### src/rtl/pabc_pkg.sv
// shared types and constants of the per-address byte counter table
`default_nettype none

package pabc_pkg;

    // widest slot index over the supported table sizes
    localparam int SLOT_MAX_W = 8;
    localparam int KEY_W      = 32;
    localparam int CNT_W      = 32;
    localparam int RC_W       = 5;

    typedef logic [SLOT_MAX_W-1:0] t_slot;

    typedef enum logic [1:0] {
        OP_INSERT  = 2'd0,
        OP_RECEIVE = 2'd1,
        OP_ADJUST  = 2'd2,
        OP_QUERY   = 2'd3
    } t_op;

    typedef enum logic [2:0] {
        ST_OK       = 3'd0,
        ST_EXISTS   = 3'd1,
        ST_FULL     = 3'd2,
        ST_NOTFOUND = 3'd3,
        ST_CLAMPED  = 3'd4
    } t_status;

    typedef enum logic {
        S_IDLE = 1'b0,
        S_EXEC = 1'b1
    } t_state;

    typedef struct packed {
        t_op                      operation;
        logic [KEY_W-1:0]         sink_address;
        logic signed [CNT_W-1:0]  byte_delta;
    } t_in_item;

    typedef struct packed {
        t_status           status;
        logic [CNT_W-1:0]  total_received;
        logic [CNT_W-1:0]  pending_bytes;
        logic [RC_W-1:0]   record_count;
    } t_out_item;

    // key lookup result
    typedef struct packed {
        logic   hit;
        t_slot  hit_slot;
        logic   free_any;
        t_slot  free_slot;
    } t_look;

    // outcome of one update: counter write and result fields
    typedef struct packed {
        logic              we;
        logic              alloc;
        t_slot             slot;
        logic [CNT_W-1:0]  total;
        logic [CNT_W-1:0]  pending;
        t_status           status;
    } t_upd;

endpackage

`default_nettype wire

### src/rtl/per_address_byte_counter_table.sv
// Per-address byte counter table: up to ENTRIES records keyed by a 32-bit
// address, each with a received-bytes and a pending-bytes counter. In the
// cycle an item is accepted its key is compared against all stored keys
// held in registers and the counter ram read is issued; in the update
// state that follows, the saturating update is written back to the counter
// ram and the result is loaded into the output register once that register
// is free or being taken. The output register waits for the receiver, and
// while a finished result waits there the next item is still accepted; a
// further item is held off while the update state is busy. New records take
// the lowest free slot. Counters clamp to 0 to 2**32-1 with status 4 reported.
`default_nettype none

module per_address_byte_counter_table #(
    parameter int ENTRIES = 16
) (
    input  wire logic                 i_clk,
    input  wire logic                 i_rst_n,
    input  wire logic                 i_in_valid,
    output logic                      o_in_stall,
    input  wire pabc_pkg::t_in_item   i_in,
    output logic                      o_out_valid,
    input  wire logic                 i_out_stall,
    output pabc_pkg::t_out_item       o_out
);

    localparam int SW = (ENTRIES > 1) ? $clog2(ENTRIES) : 1;
    localparam int CW = $clog2(ENTRIES + 1);
    localparam int DW = 2 * pabc_pkg::CNT_W;

    pabc_pkg::t_state     r_state;
    pabc_pkg::t_state     n_state;
    pabc_pkg::t_in_item   r_item;
    pabc_pkg::t_look      r_look;
    pabc_pkg::t_look      cam_look;
    pabc_pkg::t_upd       upd;
    logic [CW-1:0]        r_count;
    logic [CW-1:0]        cnt_after;
    logic [CW+4:0]        cnt_ext;
    logic                 r_out_valid;
    pabc_pkg::t_out_item  r_out;
    logic [DW-1:0]        ram_rdata;
    logic [SW-1:0]        ram_raddr;
    logic                 accept;
    logic                 done;

    // handshake
    assign accept      = i_in_valid && (r_state == pabc_pkg::S_IDLE);
    assign done        = (r_state == pabc_pkg::S_EXEC) && (!r_out_valid || !i_out_stall);
    assign o_in_stall  = (r_state != pabc_pkg::S_IDLE);
    assign o_out_valid = r_out_valid;
    assign o_out       = r_out;

    // key store and lookup
    pabc_cam #(
        .ENTRIES (ENTRIES),
        .SW      (SW)
    ) u_cam (
        .i_clk     (i_clk),
        .i_rst_n   (i_rst_n),
        .i_key     (i_in.sink_address),
        .i_alloc   (done && upd.alloc),
        .i_slot    (upd.slot[SW-1:0]),
        .i_new_key (r_item.sink_address),
        .o_look    (cam_look)
    );

    // counter ram read address: live lookup while idle, held during update
    assign ram_raddr = (r_state == pabc_pkg::S_IDLE) ? cam_look.hit_slot[SW-1:0]
                                                     : r_look.hit_slot[SW-1:0];

    pabc_ram #(
        .WIDTH (DW),
        .DEPTH (ENTRIES)
    ) u_ram (
        .i_clk   (i_clk),
        .i_we    (done && upd.we),
        .i_waddr (upd.slot[SW-1:0]),
        .i_wdata ({upd.total, upd.pending}),
        .i_raddr (ram_raddr),
        .o_rdata (ram_rdata)
    );

    // update of the registered item
    pabc_upd u_upd (
        .i_item  (r_item),
        .i_look  (r_look),
        .i_rdata (ram_rdata),
        .o_upd   (upd)
    );

    // record count after this item
    assign cnt_after = r_count + {{(CW-1){1'b0}}, upd.alloc};
    assign cnt_ext   = {5'b00000, cnt_after};

    // state register
    always_ff @(posedge i_clk) begin
        if (!i_rst_n) begin
            r_state <= pabc_pkg::S_IDLE;
        end else begin
            r_state <= n_state;
        end
    end

    // next state
    always_comb begin
        n_state = r_state;
        case (r_state)
            pabc_pkg::S_IDLE: begin
                if (i_in_valid) begin
                    n_state = pabc_pkg::S_EXEC;
                end
            end
            pabc_pkg::S_EXEC: begin
                if (done) begin
                    n_state = pabc_pkg::S_IDLE;
                end
            end
            default: begin
                n_state = pabc_pkg::S_IDLE;
            end
        endcase
    end

    // item and lookup capture
    always_ff @(posedge i_clk) begin
        if (accept) begin
            r_item <= i_in;
            r_look <= cam_look;
        end
    end

    // record count and output valid
    always_ff @(posedge i_clk) begin
        if (!i_rst_n) begin
            r_count     <= '0;
            r_out_valid <= 1'b0;
        end else begin
            if (done) begin
                r_count     <= cnt_after;
                r_out_valid <= 1'b1;
            end else if (!i_out_stall) begin
                r_out_valid <= 1'b0;
            end
        end
    end

    // output payload
    always_ff @(posedge i_clk) begin
        if (done) begin
            r_out.status         <= upd.status;
            r_out.total_received <= upd.total;
            r_out.pending_bytes  <= upd.pending;
            r_out.record_count   <= cnt_ext[pabc_pkg::RC_W-1:0];
        end
    end

`ifndef SYNTH
    // the record count never passes the table size
    a_count_bound: assert property (@(posedge i_clk) disable iff (!i_rst_n)
        r_count <= CW'(ENTRIES))
        else $error("record count above table size");

    // an accepted item is always followed by its update cycle
    a_accept_exec: assert property (@(posedge i_clk) disable iff (!i_rst_n)
        accept |=> (r_state == pabc_pkg::S_EXEC))
        else $error("accepted item did not enter update");

    // a table full result only when every slot is taken
    a_full_count: assert property (@(posedge i_clk) disable iff (!i_rst_n)
        (r_out_valid && (r_out.status == pabc_pkg::ST_FULL)) |-> (r_count == CW'(ENTRIES)))
        else $error("table full reported with free slots");

    // a counter write needs an existing record or a free slot
    a_write_slot: assert property (@(posedge i_clk) disable iff (!i_rst_n)
        (done && upd.we) |-> (r_look.hit || r_look.free_any))
        else $error("counter write without a slot");
`endif

endmodule

`default_nettype wire

### src/rtl/pabc_ram.sv
// generic single-write, single-read ram with registered read data
`default_nettype none

module pabc_ram #(
    parameter int WIDTH = 64,
    parameter int DEPTH = 16
) (
    input  wire logic                                        i_clk,
    input  wire logic                                        i_we,
    input  wire logic [((DEPTH > 1) ? $clog2(DEPTH) : 1)-1:0] i_waddr,
    input  wire logic [WIDTH-1:0]                            i_wdata,
    input  wire logic [((DEPTH > 1) ? $clog2(DEPTH) : 1)-1:0] i_raddr,
    output logic      [WIDTH-1:0]                            o_rdata
);

    logic [WIDTH-1:0] r_mem [DEPTH];

    // write port and registered read port
    always_ff @(posedge i_clk) begin
        if (i_we) begin
            r_mem[i_waddr] <= i_wdata;
        end
        o_rdata <= r_mem[i_raddr];
    end

endmodule

`default_nettype wire

### src/rtl/pabc_cam.sv
// key store with valid bits, parallel key compare and free slot search
`default_nettype none

module pabc_cam #(
    parameter int ENTRIES = 16,
    parameter int SW      = 4
) (
    input  wire logic                        i_clk,
    input  wire logic                        i_rst_n,
    input  wire logic [pabc_pkg::KEY_W-1:0]  i_key,
    input  wire logic                        i_alloc,
    input  wire logic [SW-1:0]               i_slot,
    input  wire logic [pabc_pkg::KEY_W-1:0]  i_new_key,
    output pabc_pkg::t_look                  o_look
);

    logic [ENTRIES-1:0]          r_valid;
    logic [pabc_pkg::KEY_W-1:0]  r_key [ENTRIES];

    // valid bits, cleared by reset
    always_ff @(posedge i_clk) begin
        if (!i_rst_n) begin
            r_valid <= '0;
        end else if (i_alloc) begin
            r_valid[i_slot] <= 1'b1;
        end
    end

    // key registers, written when a record is created
    always_ff @(posedge i_clk) begin
        if (i_alloc) begin
            r_key[i_slot] <= i_new_key;
        end
    end

    // compare against every valid key, lowest index wins for both searches
    always_comb begin
        o_look = '0;
        for (int i = ENTRIES - 1; i >= 0; i--) begin
            if (r_valid[i] && (r_key[i] == i_key)) begin
                o_look.hit      = 1'b1;
                o_look.hit_slot = pabc_pkg::t_slot'(i);
            end
            if (!r_valid[i]) begin
                o_look.free_any  = 1'b1;
                o_look.free_slot = pabc_pkg::t_slot'(i);
            end
        end
    end

endmodule

`default_nettype wire

### src/rtl/pabc_upd.sv
// operation decode and saturating counter update for one item
`default_nettype none

module pabc_upd (
    input  wire pabc_pkg::t_in_item                  i_item,
    input  wire pabc_pkg::t_look                     i_look,
    input  wire logic [2*pabc_pkg::CNT_W-1:0]        i_rdata,
    output pabc_pkg::t_upd                           o_upd
);

    // returns {clamped, value} of counter plus signed delta, held in range
    function automatic logic [pabc_pkg::CNT_W:0] sat_add(
        input logic [pabc_pkg::CNT_W-1:0]        ctr,
        input logic signed [pabc_pkg::CNT_W-1:0] delta
    );
        logic [pabc_pkg::CNT_W+1:0] s;
        s = {2'b00, ctr} + {{2{delta[pabc_pkg::CNT_W-1]}}, delta};
        if (s[pabc_pkg::CNT_W+1]) begin
            sat_add = {1'b1, {pabc_pkg::CNT_W{1'b0}}};
        end else if (s[pabc_pkg::CNT_W]) begin
            sat_add = {1'b1, {pabc_pkg::CNT_W{1'b1}}};
        end else begin
            sat_add = {1'b0, s[pabc_pkg::CNT_W-1:0]};
        end
    endfunction

    logic [pabc_pkg::CNT_W-1:0] base_tot;
    logic [pabc_pkg::CNT_W-1:0] base_pend;
    logic [pabc_pkg::CNT_W:0]   sat_tot;
    logic [pabc_pkg::CNT_W:0]   sat_pend;
    logic                       is_recv;
    logic                       clamp;

    // counters of the record as read, zero for a record about to be created
    assign base_tot  = i_look.hit ? i_rdata[2*pabc_pkg::CNT_W-1:pabc_pkg::CNT_W] : '0;
    assign base_pend = i_look.hit ? i_rdata[pabc_pkg::CNT_W-1:0] : '0;
    assign sat_tot   = sat_add(base_tot, i_item.byte_delta);
    assign sat_pend  = sat_add(base_pend, i_item.byte_delta);
    assign is_recv   = (i_item.operation == pabc_pkg::OP_RECEIVE);
    assign clamp     = (is_recv && sat_tot[pabc_pkg::CNT_W]) || sat_pend[pabc_pkg::CNT_W];

    // per operation outcome
    always_comb begin
        o_upd         = '0;
        o_upd.slot    = i_look.hit ? i_look.hit_slot : i_look.free_slot;
        o_upd.status  = pabc_pkg::ST_OK;
        case (i_item.operation)
            pabc_pkg::OP_INSERT: begin
                if (i_look.hit) begin
                    o_upd.status  = pabc_pkg::ST_EXISTS;
                    o_upd.total   = base_tot;
                    o_upd.pending = base_pend;
                end else if (i_look.free_any) begin
                    o_upd.we    = 1'b1;
                    o_upd.alloc = 1'b1;
                end else begin
                    o_upd.status = pabc_pkg::ST_FULL;
                end
            end
            pabc_pkg::OP_QUERY: begin
                if (i_look.hit) begin
                    o_upd.total   = base_tot;
                    o_upd.pending = base_pend;
                end else begin
                    o_upd.status = pabc_pkg::ST_NOTFOUND;
                end
            end
            pabc_pkg::OP_RECEIVE, pabc_pkg::OP_ADJUST: begin
                if (!i_look.hit && !i_look.free_any) begin
                    o_upd.status = pabc_pkg::ST_FULL;
                end else begin
                    o_upd.we      = 1'b1;
                    o_upd.alloc   = !i_look.hit;
                    o_upd.total   = is_recv ? sat_tot[pabc_pkg::CNT_W-1:0] : base_tot;
                    o_upd.pending = sat_pend[pabc_pkg::CNT_W-1:0];
                    o_upd.status  = clamp ? pabc_pkg::ST_CLAMPED : pabc_pkg::ST_OK;
                end
            end
            default: begin
                o_upd.status = pabc_pkg::ST_OK;
            end
        endcase
    end

endmodule

`default_nettype wire

### config.mk
export PLATFORM = sky130hd
export DESIGN_NAME = per_address_byte_counter_table
export DESIGN_NICKNAME = d
export VERILOG_FILES = /design/src/rtl/pabc_pkg.sv /design/src/rtl/per_address_byte_counter_table.sv /design/src/rtl/pabc_ram.sv /design/src/rtl/pabc_cam.sv /design/src/rtl/pabc_upd.sv
export SDC_FILE = /design/constraint.sdc
export NUM_CORES = 2
export LEC_CHECK = 0
export ABC_AREA = 1
export BUFFER_PORTS_ARGS = -buffer_cell sky130_fd_sc_hd__buf_4
export CORE_AREA = 2 2 442 444
export CTS_CLUSTER_DIAMETER = 150
export DETAILED_ROUTE_END_ITERATION = 7
export DIE_AREA = 0 0 444 446
export GPL_TIMING_DRIVEN = 0
export PLACE_DENSITY = 0.57
export SLEW_MARGIN = 20
export SYNTH_ARGS = -nofsm -noshare
export SYNTH_HDL_FRONTEND = slang
export SYNTH_SLANG_ARGS = --single-unit
### constraint.sdc
create_clock -name i_clk -period 7 [get_ports i_clk]
set_input_delay 1.4 -clock i_clk [delete_from_list [all_inputs] [get_ports i_clk]]
set_output_delay 1.4 -clock i_clk [all_outputs]
set_load 0.005 [all_outputs]
---- Word-level counts from Yosys, hierarchy flattened ----
Memory sizes are Yosys's and may differ from the RTL's. A register that Yosys moved wholly into a read port is not among the register bits.
Cells that the tools add are included.
cells by class
  add/sub/neg operators ................... 3
  muxes and demuxes ....................... 63
  bitwise gates (word level) .............. 2
  equality and inequality tests ........... 20
  $lt $le $gt $ge ......................... 2
  reductions and logical operators ........ 36
operators by type and width
  cell                count
  $eq 32x32->1        16
  $pmux 67 s3         1
  $mux 33             4
  $mux 64             2
  $mux 32             3
  $mux 4              24
  $add 33x32->34      2
  $logic_and 1x1->1   23
  $mux 3              7
  $mux 9              2
  $or 16x16->16       1
  $reduce_and 15->1   1
  $reduce_or 15->1    1
  $mux 2              7
  $mux 1              10
  $reduce_and 8->1    1
  $add 5x1->5         1
  $lt 4x5->1 const B  1
  $demux 1 s4         1
  $eq 2x2->1 const B  2
  $ge 4x1->1 const B  1
  $logic_not 1->1     4
  $pmux 2 s2          1
  $reduce_and 4->1    1
  8 further kinds     9
storage, ports and cells
  memories ................................ 2
  RAM bits ................................ 1536
  bits of input ports ..................... 70
  flip-flop bits (word level) ............. 171
memory list
  memory       words  bits a word  read ports  clocked after Yosys merged registers in  wr ports  RTL line        text
  u_ram.r_mem  16     64           1           1                                        1         pabc_ram.sv:16  logic [WIDTH-1:0] r_mem [DEPTH];
  u_cam.r_key  16     32           16          0                                        1         pabc_cam.sv:18  logic [pabc_pkg::KEY_W-1:0] r_key [ENTRIES];

---- Longest topological paths before layout ----
An unclocked memory read counts as a cell.
  depth in word-level cells ............... 20
  depth in mapped cells ................... 35

---- Modules after synthesis ----
Synthesis repeated with hierarchy kept, for this count alone.
unflattened totals
  cell total of the unflattened synthesis .. 7677
  area total of the unflattened synthesis .. 80347.1 um^2
modules (own cells, without submodules)
  module                          cells each  sequential area each (um^2)  area each (um^2)  instances
  pabc_ram                        4210        32030.7                      45285.9           1
  pabc_cam                        1896        15695.1                      23199.8           1
  pabc_upd                        1347        0.0                          6732.7            1
  per_address_byte_counter_table  224         4824.6                       5128.7            1

---- Least setup slack after synthesis ----
No wires, ideal clock.
  path kind ............................... input port to flip-flop
  start ................................... input port i_out_stall
  end ..................................... memory u_ram.r_mem[0][0], enable pin
  data arrival time ....................... 5.978 ns
  stages .................................. 6
  setup slack ............................. 0.534 ns
  path buffers ............................ 1
  setup time .............................. 0.488 ns
  path through ............................ nand2_1 nand2_1 clkinv_1 nand3_1 clkbuf_1 nor2_1
between the ends
  cells in the longest elaborated chain, start to end .. 6
ends and longest elaborated chain
  element                       RTL line                              text
  from (decl)                   per_address_byte_counter_table.sv:22  input wire logic i_out_stall,
  $logic_not 1->1               n/a
  $logic_or 1x1->1              per_address_byte_counter_table.sv:48  assign done = (r_state == pabc_pkg::S_EXEC) && (!r_out_valid || !i_out_stall);
  $logic_and 1x1->1             per_address_byte_counter_table.sv:48
  net done                      per_address_byte_counter_table.sv:44  logic done;
  $logic_and 1x1->1             per_address_byte_counter_table.sv:76  .i_we (done && upd.we),
  $mux 1                        pabc_ram.sv:20                        if (i_we) begin
  $mux 1 (not written as such)  pabc_ram.sv:21                        r_mem[i_waddr] <= i_wdata;
  to (decl)                     pabc_ram.sv:16
The timed path passes the listed nets, and every way through them passes these cells.

---- Worst setup path in the final report ----
  start ................................... register r_look[17] (netlist name)
  end ..................................... memory u_ram.r_mem[8][62] (data pin)
between the ends
  cells in the longest elaborated chain, start to end .. 7
ends and longest elaborated chain
  element                 RTL line                               text
  from (decl)             per_address_byte_counter_table.sv:33   pabc_pkg::t_look r_look;
  from (signal assigned)  per_address_byte_counter_table.sv:128  r_look <= cam_look;
  $mux 32                 pabc_upd.sv:35                         assign base_tot = i_look.hit ? i_rdata[2*pabc_pkg::CNT_W-1:pabc_pkg::CNT_W] : '0;
  $add 33x32->34          pabc_upd.sv:17                         s = {2'b00, ctr} + {{2{delta[pabc_pkg::CNT_W-1]}}, delta};
  $mux 33                 pabc_upd.sv:20                         end else if (s[pabc_pkg::CNT_W]) begin
  $mux 33                 pabc_upd.sv:18                         if (s[pabc_pkg::CNT_W+1]) begin
  $mux 32                 pabc_upd.sv:74                         o_upd.total = is_recv ? sat_tot[pabc_pkg::CNT_W-1:0] : base_tot;
  $mux 64                 pabc_upd.sv:69                         if (!i_look.hit && !i_look.free_any) begin
  $pmux 67 s3 *           pabc_upd.sv:47                         case (i_item.operation)
  net u_ram.i_wdata[62]   pabc_ram.sv:11                         input wire logic [WIDTH-1:0] i_wdata,
Mark *: on every way through the listed nets, which the timed path passes. The rest lies on a longest branch.

==> impl_metrics.json <==
{
  "status": "completed",
  "synth_edf_count": 1684,
  "hold_viol_final": 0,
  "drc": 0,
  "grt_pass1_vias": 53700,
  "cp_num_buf_inv": 7,
  "nFillCells": 17600,
  "synth_cell_type_count": 59,
  "period_needed_ns": 6.62,
  "ys.flop_type": "edfxtp_1",
  "cts_buffers": 189,
  "ys_ff_latch": 1771,
  "fp.coreArea_um2": 194000,
  "synth_top_family_by_area": "simple AND/OR/NAND/NOR gates",
  "reg2reg_from": "r_look[17]",
  "synth_fa_ha_area_share_pct": 1.22,
  "cp_common_cell": "nand2_1",
  "port_buffers": 143,
  "min_delay_path_depth": 2,
  "async_reset_ff_share_pct": 0,
  "slew_viol_final": 0,
  "gr-usage-met3_pct": 5.07,
  "syn_nets": 7044,
  "cp_max_fo": 19,
  "final_common_cell": "nand2_1",
  "final_cells": 10100,
  "yosys.area.top_type": "edfxtp_1",
  "final_nets": 7524,
  "antenna_left": 0,
  "routedWlPerCell_um": 28.0,
  "vias": 56400,
  "leakage_nw": 34.7,
  "syn2layout_area_growth_pct": 18.1,
  "antenna_found_initial": 9,
  "die_area_um2": 198000,
  "critPathArrivalTime_ns": 6.95,
  "io_pins": 144,
  "clockBufferDepth": 3,
  "dp_hpwl_um": 198000,
  "gr-usage-all-layers_pct": 28.0,
  "maxCapViolCount": 0,
  "die_x_um": 444,
  "first_pass_iters": 6,
  "drive_gt1_share_pct": 13.3,
  "busiest_layer": "met2",
  "root_buffer": "clkbuf_16",
  "postSynthCellCount": 6900,
  "synth_xor_area_share_pct": 2.36,
  "rrSetupSlack_ns": 0.38,
  "path_class": "reg2reg",
  "min_from": "u_cam.r_valid[11]",
  "use_met1_pct": 35.3,
  "rsz0062_at_grt": "false",
  "crit_slowest_cell": "nand2_1",
  "rows": 162,
  "worst_hold_path_type": "reg2reg",
  "worst_r2r_path_depth": 26,
  "grt_max_degree": 56,
  "power_density_nw_per_um2": 272,
  "htreeDepth": 4,
  "cts_sinks": 1771,
  "max_stage_delay_ns": 0.59,
  "wl_um": 282000,
  "worstPathRequired_ns": 7.33,
  "post_cts_resized": 1,
  "cts_tree": "built",
  "place_congestion": 0.941,
  "synth.mux.area_fraction_pct": 0,
  "synth_top_area_share_pct": 65.7,
  "max-vdd-ir-drop_mv": 0.222,
  "yosysWarnings": 0,
  "final_core_util_pct": 46.9,
  "r2r-end": "u_ram.r_mem[8][62]",
  "path_delay_family": "compound AO/OA/AOI/OAI gates",
  "start_kind": "flip-flop",
  "clock_latency_ns": 0.87,
  "syn_area_um2": 77000,
  "gr-usage-met2_pct": 47.1,
  "synth_compound_area_share_pct": 4.65,
  "yosys.area_share.simple_pct": 19.5,
  "avgViaCountPerCell": 5.59,
  "grt_pass1_wl_um": 395000,
  "clk_pin_slew_worst_paths_ns": 0.06,
  "worst_pin_slew_ns": 1.25,
  "slew_headroom_pct": 16.9,
  "setup_violations": 0,
  "start_util_pct": 39.8,
  "cts_setup_buffers": 0,
  "final_cell_mix": "nand2_1 (2200), edfxtp_1 (1684), nand3_1 (963)",
  "grt.overflow.total": 0,
  "max_freq_mhz": 151,
  "yosysSeqAreaShare_pct": 68.0,
  "cts_hold_buf": 0,
  "place_inst": 9730,
  "drt-initial-drc-count": 7006,
  "endpoint_kind": "flip-flop",
  "yosys-top-cells-area": "edfxtp_1 (66%), nand2_1 (11%), nand3_1 (6.3%), dfxtp_1 (2.3%), xnor2_1 (1.5%)",
  "die_height_um": 446,
  "avgSynthCellArea_um2": 11.2,
  "clock_skew_ns": 0.0631,
  "hold_end": "u_cam.r_valid[11]",
  "fin_crit_sh_pct": 94.6
}
==> final cells by class <==
type                    count  area [µm²]  share of cell area (%)
diodes                      4        10.0                  0.0110
plain buffers             375        2210                    2.43
clock buffers             256        5120                    5.64
clock inverters            97        1260                    1.39
inverters                 302        1140                    1.25
multi-input cells        4451       21900                    24.1
flip-flops and latches   1771       52300                    57.6
well taps                2542        3180                    3.50
repair buffers            290        3740                    4.12
==> power by group <==
part / leakage (nW) / switching [mW] / total [mW] / internal [mW]
Combinational: 15.5 / 1.66 / 2.32 / 0.655
Sequential: 16.2 / 0.165 / 12.1 / 11.9
Clock: 3.07 / 4.41 / 10.3 / 5.93
Total: 34.7 / 6.23 / 24.7 / 18.5
==> worst max-delay path by stage <==
stage,slack [ns],end,from,cells after the start
after global placement,-5.24,u_ram.r_mem[3][38],i_out_stall,7
after CTS,0.16,u_ram.r_mem[9][7],r_look[17],30
after detailed placement,-0.20,o_out[8],r_look[17],29
after floorplan,0.53,u_ram.r_mem[0][0],i_out_stall,6
after global routing,0.08,u_ram.r_mem[0][29],r_look[17],29
final,0.38,u_ram.r_mem[8][62],r_look[17],26
==> through the flow <==
step	hold slack, ns	setup slack (ns)	power [mW]	setup TNS (ns)	area [µm²]
floorplan	0.440	0.534	13.3	0	77000
global placement	0.450	-5.24	14.4	-5781.33	81200
detailed placement	0.466	-0.202	14.6	-21.32	84500
CTS	0.482	0.161	24.8	0	90800
global route	0.526	0.0795	25.4	0	90900
finish	0.484	0.375	24.7	0	90900
==> routing by layer <==
| layer | vias up | part of all wire [%] |
|---|---|---|
| met5 | - | 0.019 |
| met4 | 8 | 4.9 |
| met3 | 553 | 8.6 |
| met2 | 2873 | 48 |
| met1 | 27800 | 38 |
| li1 | 25100 | - |
==> sequential cells by signal, indices dropped and copies added, names as in the netlist <==
name           flops
o_in_stall         1
o_out_valid        1
r_look            10
r_item            66
u_cam.r_key      512
o_out             72
u_cam.r_valid     16
u_ram.o_rdata     64
u_ram.r_mem     1024
r_count            5
==> Yosys cell counts, types with 3 or more instances <==
library cell	instances
nand4_1	34
a22o_1	28
o21a_1	9
buf_4	20
or2_2	30
o2111ai_1	12
o21bai_1	4
clkinv_1	3
a21boi_0	10
nor4b_1	4
edfxtp_1	1684
inv_1	276
o211ai_1	3
a211oi_1	30
buf_6	63
nor4_1	31
a221oi_1	12
o221ai_1	6
clkbuf_1	89
a2111oi_0	5
o21ai_0	224
and2_1	7
nand3_1	963
inv_2	23
nor2_1	257
xor2_1	78
o21ai_1	26
xnor2_1	129
and3_1	4
a31oi_1	8
nand2_1	2200
nor3_1	22
a21oi_1	104
or4_1	10
dfxtp_1	87
ha_1	72
a22oi_1	3
o22ai_1	102
buf_2	193
buf_1	11
==> logic make-up after synthesis <==
kind of cell               count (synthesis)
DFF                                     1771
and+or+nand+nor                         3571
buffers and inverters                    678
adders and majority gates                 74
xor gates and xnor gates                 207
AOI/OAI and AO/OA                        599
==> worst reg2reg max path: cells and delay by family, from the launching register on <==
family / cells / cell delay [ns]
AO/OA/AOI/OAI: 9 / 1.99
AND/OR/NAND/NOR: 8 / 1.45
adder cells (fa/ha/maj): 2 / 0.57
flip-flops: 1 / 0.42
buffers and inverters: 7 / 1.69
Note: power is estimated with default switching activity, not from simulation.
